### src/design/sbfdf_pkg.sv
// Package for the block deframer with CRC check.
// Holds the phase type, sync and length constants, verdict codes and the
// byte-wide CRC-16-CCITT update. No dependencies.
package sbfdf_pkg;

  typedef enum logic [2:0] {
    PH_HUNT = 3'd0,
    PH_SYNC = 3'd1,
    PH_HEAD = 3'd2,
    PH_BODY = 3'd3
  } phase_t;

  typedef enum logic [1:0] {
    VERDICT_NONE    = 2'd0,
    VERDICT_GOOD    = 2'd1,
    VERDICT_BAD_CRC = 2'd2,
    VERDICT_SHORT   = 2'd3
  } verdict_t;

  localparam logic [7:0]  SyncFirst    = 8'h24;  // '$'
  localparam logic [7:0]  SyncSecond   = 8'h40;  // '@'
  localparam logic [15:0] MinLength    = 16'd8;
  localparam logic [15:0] CrcFirstByte = 16'd4;
  localparam logic [15:0] CrcPoly      = 16'h1021;

  // Header byte positions
  localparam logic [15:0] PosCrcLo = 16'd2;
  localparam logic [15:0] PosCrcHi = 16'd3;
  localparam logic [15:0] PosLenLo = 16'd6;
  localparam logic [15:0] PosLenHi = 16'd7;

  // One byte of CRC-16-CCITT, MSB first.
  function automatic logic [15:0] crc_byte(input logic [15:0] crc, input logic [7:0] b);
    logic [15:0] c;
    c = crc ^ {b, 8'h00};
    for (int i = 0; i < 8; i++) begin
      if (c[15]) begin
        c = {c[14:0], 1'b0} ^ CrcPoly;
      end else begin
        c = {c[14:0], 1'b0};
      end
    end
    return c;
  endfunction

endpackage

### src/design/sbf_block_deframer_crc_check.sv
// Block deframer with CRC check: takes one byte per cycle and returns it with
// frame markers and a verdict in the following cycle from the output register. The
// header parse and a byte-wide CRC-16-CCITT update are combinational, so a
// new byte is taken every cycle as long as the output register is empty or
// being drained; sustained rate is one byte per clock.
// Depends on sbfdf_pkg.
module sbf_block_deframer_crc_check (
  input  logic       clk,
  input  logic       rst,
  input  logic       in_valid,
  output logic       in_ready,
  input  logic [7:0] data_byte,
  output logic       out_valid,
  input  logic       out_ready,
  output logic [7:0] out_byte,
  output logic       in_frame,
  output logic       frame_first,
  output logic       frame_last,
  output logic [1:0] verdict,
  output logic       dropped
);

  sbfdf_pkg::phase_t phase, phase_next;
  logic [15:0] byte_count, byte_count_next;
  logic [15:0] sent_crc, sent_crc_next;
  logic [15:0] block_length, block_length_next;
  logic [15:0] running_crc, running_crc_next;

  logic       r_in_frame, r_first, r_last, r_dropped;
  logic [1:0] r_verdict;
  logic       finish;
  logic [15:0] len_new;
  logic       accept;

  assign in_ready = !out_valid || out_ready;
  assign accept   = in_valid && in_ready;
  assign len_new  = {data_byte, block_length[7:0]};

  always_comb begin
    phase_next        = phase;
    byte_count_next   = byte_count;
    sent_crc_next     = sent_crc;
    block_length_next = block_length;
    running_crc_next  = running_crc;
    r_in_frame = 1'b0;
    r_first    = 1'b0;
    r_last     = 1'b0;
    r_verdict  = sbfdf_pkg::VERDICT_NONE;
    r_dropped  = 1'b0;
    finish     = 1'b0;
    case (phase)
      sbfdf_pkg::PH_SYNC: begin
        r_in_frame = 1'b1;
        if (data_byte == sbfdf_pkg::SyncSecond) begin
          phase_next      = sbfdf_pkg::PH_HEAD;
          byte_count_next = 16'd2;
        end else begin
          // broken sync: abort here, hunt again from the next byte
          r_last          = 1'b1;
          phase_next      = sbfdf_pkg::PH_HUNT;
          byte_count_next = '0;
        end
      end
      sbfdf_pkg::PH_HEAD: begin
        r_in_frame      = 1'b1;
        byte_count_next = byte_count + 16'd1;
        if (byte_count == sbfdf_pkg::PosCrcLo) begin
          sent_crc_next = {sent_crc[15:8], data_byte};
        end else if (byte_count == sbfdf_pkg::PosCrcHi) begin
          sent_crc_next = {data_byte, sent_crc[7:0]};
        end else begin
          if (byte_count >= sbfdf_pkg::CrcFirstByte) begin
            running_crc_next = sbfdf_pkg::crc_byte(running_crc, data_byte);
          end
          if (byte_count == sbfdf_pkg::PosLenLo) begin
            block_length_next = {block_length[15:8], data_byte};
          end else if (byte_count >= sbfdf_pkg::PosLenHi) begin
            block_length_next = len_new;
            if (len_new < sbfdf_pkg::MinLength) begin
              r_last          = 1'b1;
              r_verdict       = sbfdf_pkg::VERDICT_SHORT;
              phase_next      = sbfdf_pkg::PH_HUNT;
              byte_count_next = '0;
            end else if (len_new == sbfdf_pkg::MinLength) begin
              finish = 1'b1;
            end else begin
              phase_next = sbfdf_pkg::PH_BODY;
            end
          end
        end
      end
      sbfdf_pkg::PH_BODY: begin
        r_in_frame       = 1'b1;
        byte_count_next  = byte_count + 16'd1;
        running_crc_next = sbfdf_pkg::crc_byte(running_crc, data_byte);
        if (({1'b0, byte_count} + 17'd1) >= {1'b0, block_length}) begin
          finish = 1'b1;
        end
      end
      default: begin
        if (data_byte == sbfdf_pkg::SyncFirst) begin
          r_in_frame        = 1'b1;
          r_first           = 1'b1;
          phase_next        = sbfdf_pkg::PH_SYNC;
          byte_count_next   = 16'd1;
          sent_crc_next     = '0;
          block_length_next = '0;
          running_crc_next  = '0;
        end else begin
          phase_next = sbfdf_pkg::PH_HUNT;
          r_dropped  = 1'b1;
        end
      end
    endcase
    if (finish) begin
      r_last          = 1'b1;
      r_verdict       = (running_crc_next == sent_crc_next) ? sbfdf_pkg::VERDICT_GOOD
                                                            : sbfdf_pkg::VERDICT_BAD_CRC;
      phase_next      = sbfdf_pkg::PH_HUNT;
      byte_count_next = '0;
    end
  end

  always_ff @(posedge clk) begin
    if (rst) begin
      phase        <= sbfdf_pkg::PH_HUNT;
      byte_count   <= '0;
      sent_crc     <= '0;
      block_length <= '0;
      running_crc  <= '0;
      out_valid    <= 1'b0;
    end else begin
      if (accept) begin
        phase        <= phase_next;
        byte_count   <= byte_count_next;
        sent_crc     <= sent_crc_next;
        block_length <= block_length_next;
        running_crc  <= running_crc_next;
        out_valid    <= 1'b1;
      end else if (out_ready) begin
        out_valid <= 1'b0;
      end
    end
  end

  // result payload, loaded on each accepted item
  always_ff @(posedge clk) begin
    if (accept) begin
      out_byte    <= data_byte;
      in_frame    <= r_in_frame;
      frame_first <= r_first;
      frame_last  <= r_last;
      verdict     <= r_verdict;
      dropped     <= r_dropped;
    end
  end

endmodule

### config.mk
export PLATFORM = sky130hd
export DESIGN_NAME = sbf_block_deframer_crc_check
export DESIGN_NICKNAME = d
export VERILOG_FILES = /design/src/design/sbfdf_pkg.sv /design/src/design/sbf_block_deframer_crc_check.sv
export SDC_FILE = /design/constraint.sdc
export NUM_CORES = 1
export LEC_CHECK = 0
export BUFFER_PORTS_ARGS = -buffer_cell sky130_fd_sc_hd__buf_2
export CAP_MARGIN = 0
export CORE_ASPECT_RATIO = 2
export CORE_MARGIN = 8
export CORE_UTILIZATION = 40
export DETAILED_ROUTE_END_ITERATION = 8
export PLACE_DENSITY = 0.59
export SKIP_LAST_GASP = 1
export SYNTH_ARGS = -nofsm -noshare
export SYNTH_HDL_FRONTEND = slang
export SYNTH_SLANG_ARGS = --single-unit
export TNS_END_PERCENT = 1
### constraint.sdc
create_clock -name clk -period 8.39 [get_ports clk]
set_input_delay 0.839 -clock clk [delete_from_list [all_inputs] [get_ports clk]]
set_output_delay 0.839 -clock clk [all_outputs]
set_load 0.03 [all_outputs]
Word-level counts from Yosys, hierarchy flattened
Index checks and enable logic that the tools add are counted.
Storage, ports and cells
  register bits after elaboration: 82
  output and inout port bits: 16
  logic and storage cells: 180
  bits in latches: 0
  RAM bits: 0
  memories: 0
  memory bits (read-only): 0
  input bits: 12
Cells by class
  multiply operators: 0
  reduce and logical (&&, ||, !) cells: 12
  add/subtract/negate cells: 2
  shift-type cells: 0
  $lt $le $gt $ge: 4
  bitwise logic cells: 17
  equality and inequality tests: 21
  divide/modulo/power cells: 0
  mux-type cells: 111
Operators with widths (number)
  16-bit two-way mux: 54
  13-bit two-way mux: 15
  16-bit one-hot mux with 3 select lines: 2
  16-bit one-hot mux with 2 select lines: 2
  3-bit inverter: 15
  16-bit by 2-bit equality test with 1-bit output, second input constant: 2
  16-bit by 3-bit >= comparator with 1-bit output, second input constant: 2
  3-bit two-way mux: 7
  2-bit two-way mux: 10
  1-bit two-way mux: 18
  16-bit by 1-bit adder with 17-bit output, second input constant: 1
  17-bit by 16-bit >= comparator with 1-bit output: 1
  16-bit by 1-bit adder with 16-bit output, second input constant: 1
  16-bit equality test: 1
  16-bit by 3-bit equality test with 1-bit output, second input constant: 1
  16-bit by 4-bit equality test with 1-bit output, second input constant: 1
  16-bit by 4-bit < comparator with 1-bit output, second input constant: 1
  16-bit bitwise XOR: 1
  7-bit AND reduction: 2
  2-bit != test, second input constant: 6
  3-bit != test, second input constant: 4
  3-bit one-hot mux with 3 select lines: 1
  8-bit by 6-bit equality test with 1-bit output, second input constant: 1
  8-bit by 7-bit equality test with 1-bit output, second input constant: 1
  14 further kinds: 17

Depth between registers and ports, before layout
  depth after elaboration: 52
  gate-level depth with buffers: 16
  mapped depth without buffers: 14

Worst setup path before layout
Ideal clock, no wire load.
  path kind: register to register
  start: reg byte_count[2]
  end: reg byte_count[5]
  required time: 8.320 ns
  setup time: 0.070 ns
  period minus slack after synthesis: 3.765 ns
  stages on the path, launching flop included: 16
  setup slack: 4.625 ns
  path buffers: 2
  data arrival time: 3.694 ns
  cells stage by stage: dfxtp_1 clkbuf_1 nand3_1 nor2_1 and4_1 nand3_1 xnor2_1 ha_1 nor2b_1 a311o_1 a222oi_1 nand2_1 nor2_2 buf_2 o21ai_0 a21oi_1
On the way
  cells in the longest elaborated chain, start to end: 8
  elaborated cells between the ends (all ways): 22
  those cells by class: 2 x add/sub; 2 x order compare; 3 x eq/ne; 13 x mux; 2 x reduce/logical
RTL lines
  start, declared: RTL line sbf_block_deframer_crc_check.sv:24  | logic [15:0] byte_count, byte_count_next;
  start signal, assigned: RTL line sbf_block_deframer_crc_check.sv:135  | byte_count <= byte_count_next;
  branches (longest 8 deep; another with 16-bit by 1-bit adder with 17-bit output)
Several ways; the timed one is not identified.
A chain may end at the register's enable or synchronous reset.

Worst setup path after layout
  start: reg byte_count[0]
  end: reg byte_count[5]
The elaborated chain is that of the path after synthesis.

==> run_results.csv <==
group,metric,value,unit
floorplan,io_pins,28,
worst_setup_path,cp-endpoint,"byte_count[5]",
detailed_routing,routedWlPerCell,19.23,um
floorplan,die-area,0.01634,mm2
synth,ys_ff_latch,81,
worst_setup_path,r2r-end,"byte_count[5]",
floorplan,die_x,94.48,um
global_route,grt_max_degree,68,
timing,fin_setup_tns,0,ns
detailed_routing,vias,4301,
detailed_routing,totalWireLength,13890,um
final_layout,layout-drive-gt1-share,0.1113,
timing,timing.final.crit_share,0.5524,
worst_setup_path,crit_required,8.66,ns
timing,clock.fmax,0.2158,GHz
synth,syn-num-nets,605,
worst_setup_path,reg2reg_depth,14,
global_route,globalRouteOverflowTotal,0,
clocking,cts-root-buf,"clkbuf_16",
worst_setup_path,r2r_setup_slack,3.76,ns
global_route,grt_usage,0.1735,
detailed_routing,drt_iter0_drc,313,
detailed_routing,drc,0,
worst_setup_path,arrival,4.91,ns
place,io_buffers,27,
synth,synthCells,570,
global_route,grt_pass1_vias,4261,
synth,synthFlopType,"dfxtp_1",
synth,synth_edf_count,14,
detailed_routing,vias_per_cell,5.957,
clocking,path_clk_slew,0.07,ns
synth,ys_top_cells_by_area,"dfxtp_1 (27%), edfxtp_1 (8.5%), nor2_1 (5.9%)",
worst_setup_path,crit_chain,"ha_1 > nand2_1 > nor4_1 > nand3_1 > xnor2_1 > ha_1 > a21oi_1 > nor2b_1 > a311o_1 > a222oi_1 > nand2_1 > nor2_2 > o21ai_0 > a21oi_1",
worst_setup_path,worst_setup_path_start_kind,"register",
worst_setup_path,crit_fanout,18,
timing,slew_headroom,0.2338,
synth,async_flop_share,0,
clocking,cts_setup_buffers,0,
synth,seq_area_frac_synth,0.3575,
power_and_ir_drop,power_leakage,1.888,nW
timing,whs,0.4878,ns
clocking,cts_hold_buf,0,
worst_setup_path,worst_setup_path_end_kind,"register",
power_and_ir_drop,peakVddDrop,0.1144,mV
final_layout,nFillCells,1223,
timing,grt_setup_unrepaired,"no",
synth,synth_top_area_frac,0.2722,
final_layout,area.growth.synth_to_final,8.227,%
run_status,outcome,"complete, no violations",
floorplan,rows,57,
floorplan,start_util,0.4064,
place,dp_hpwl,10260,um
global_route,antenna_found_initial,0,
worst_setup_path,critPathMaxStageDelay,0.72,ns
clocking,post_cts_resized,0,
synth,synth_area_leader_cell,"dfxtp_1",
power_and_ir_drop,finalPower,864.2,uW
clocking,cts_buffers,9,
detailed_routing,ant_nets,0,
timing,fin_skew,0.006646,ns
worst_setup_path,path_depth,14,
clocking,clkLatencyLatePin,0.35,ns
power_and_ir_drop,power_density,162.1,mW/mm2
timing,fin_crit,4.634,ns
worst_setup_path,r2r_start,"byte_count[0]",
clocking,cts.sinks,81,
clocking,cts_tree,"built",
floorplan,core-area,0.01212,mm2
clocking,clockBufferDepth,2,
timing,hold_violations,0,
synth,synthDistinctLibCells,61,
clocking,cts.htree.levels,3,
final_layout,diodes,0,
worst_setup_path,path_buf_inv,0,
synth,yosysWarnings,0,
timing,worst_pin_slew,1.149,ns
synth,synth.avg_cell_area,8.644,um2
global_route,grt_pass1_wl,22220,um
worst_setup_path,critPathSlowestCell,"nor4_1",
detailed_routing,firstDrtPassIters,5,
worst_setup_path,path_class,"reg -> reg",
final_layout,fin_nets,605,
worst_setup_path,crit_path_start,"byte_count[0]",
floorplan,fp.dieH,173.0,um
job,cap_viol_max_count,0,
worst_setup_path,crit_family,"simple AND/OR/NAND/NOR gates",
timing,drv_slew,0,
synth,synth_area,0.004927,mm2
min_path,hold_class,"reg -> reg",
place,place.gp.congestion,0.8767,
timing,setup_violations,0,
state kept, by name, summed over array words and instances, names as in the netlist:
register      count
block_length     16
byte_count       16
dropped           1
frame_first       1
frame_last        1
in_frame          1
out_byte          8
out_valid         1
phase             2
running_crc      16
sent_crc         16
verdict           2
layout make-up:
type | instances | area, um2 | share of cell area
clock buffer | 9 | 225.2 | 0.04223
clock inverter | 7 | 76.32 | 0.01431
inverter | 27 | 101.3 | 0.01901
multi-input combinational | 422 | 2834 | 0.5314
sequential | 81 | 1762 | 0.3304
tap | 147 | 183.9 | 0.03449
timing repair buffer | 29 | 150.1 | 0.02816
worst min-delay path by stage:
stage	startpoint	to	depth (start not counted)
3_5_place_dp	sent_crc[8]	sent_crc[8]	2
3_3_place_gp	sent_crc[10]	sent_crc[10]	2
5_1_grt	sent_crc[14]	sent_crc[14]	2
4_1_cts	sent_crc[8]	sent_crc[8]	2
2_1_floorplan	sent_crc[13]	sent_crc[13]	2
6_report	block_length[8]	block_length[8]	2
metal layers:
| layer | part of all wire | vias to the layer above | GRT usage |
|---|---|---|---|
| met5 | 0 | - | 0 |
| li1 | - | 2067 | - |
| met1 | 0.36 | 2075 | 0.1711 |
| met2 | 0.55 | 117 | 0.3163 |
| met3 | 0.034 | 42 | 0.02777 |
| met4 | 0.050 | 0 | 0.1128 |
synth_stat cells (3+ instances only):
cell type  number
nand2b_1        6
nand3b_1        3
edfxtp_1       14
nor4_1          8
a32oi_1        25
inv_1          27
xor2_1         25
nand2_1        39
dfxtp_1        67
and3_1          4
o21ai_0         6
ha_1           23
nor4_4          3
a211oi_1        3
a21oi_1        37
clkbuf_1       27
nand3_1        22
nor2_1         77
or4_4           3
buf_2           5
nor3_1         16
or4_1           3
o2bb2ai_1       7
a21o_1          7
a31oi_1         4
nand4_1         4
xnor2_1        29
nand4b_1        4
a22oi_1        31
o21ai_1         3
cell usage in the layout, fill, tap and decap left out, types with 3 or more instances in the layout:
| cell type | synthesis | routed |
|---|---|---|
| nor2_1 | 77 | 77 |
| dfxtp_1 | 67 | 67 |
| nand2_1 | 39 | 39 |
| a21oi_1 | 37 | 37 |
| a22oi_1 | 31 | 31 |
| xnor2_1 | 29 | 29 |
| inv_1 | 27 | 27 |
| buf_2 | 5 | 27 |
| xor2_1 | 25 | 25 |
| a32oi_1 | 25 | 25 |
| ha_1 | 23 | 23 |
| nand3_1 | 22 | 22 |
| nor3_1 | 16 | 16 |
| edfxtp_1 | 14 | 14 |
| clkbuf_16 | 0 | 9 |
| nor4_1 | 8 | 8 |
| o2bb2ai_1 | 7 | 7 |
| a21o_1 | 7 | 7 |
| nand2b_1 | 6 | 6 |
| o21ai_0 | 6 | 6 |
| nand4_1 | 4 | 4 |
| and3_1 | 4 | 4 |
| nand4b_1 | 4 | 4 |
| a31oi_1 | 4 | 4 |
| nor4_4 | 3 | 3 |
| or4_1 | 3 | 3 |
| or4_4 | 3 | 3 |
| a211oi_1 | 3 | 3 |
| o21ai_1 | 3 | 3 |
| nand3b_1 | 3 | 3 |
| inv_6 | 0 | 3 |
cell families (layout without fill, tap and decap cells):
logic type,count (synthesis),in the layout,synth area share
buf+inv,67,72,0.06729
flops,81,81,0.3575
mux,1,1,0.002032
fa+ha+maj,23,23,0.05841
xor+xnor,54,54,0.09599
simple gates,207,207,0.2212
compound gates,137,137,0.1976
tightest hold or removal path: stages, from the launching register on:
cell	delay, ns
dfxtp_1	0.33
a21oi_1	0.06
nor2_1	0.07
report_power, final:
group	switching [mW]	total, mW	internal, mW
Clock	0.172	0.406	0.233
Sequential	0.00159	0.402	0.400
Combinational	0.0422	0.0571	0.0149
through the flow:
step           setup WS [ns]  area [um2]    util  std cells
4_1_cts                3.760        5333  0.4398        722
3_5_place_dp           3.794        5031  0.4150        706
2_1_floorplan          4.625        4927       -        570
5_1_grt                3.368        5333  0.4398        722
6_report               3.756        5333  0.4398        722
3_3_place_gp           3.981        5031  0.4150        706
No activity file was read; power rests on OpenSTA's default activity.
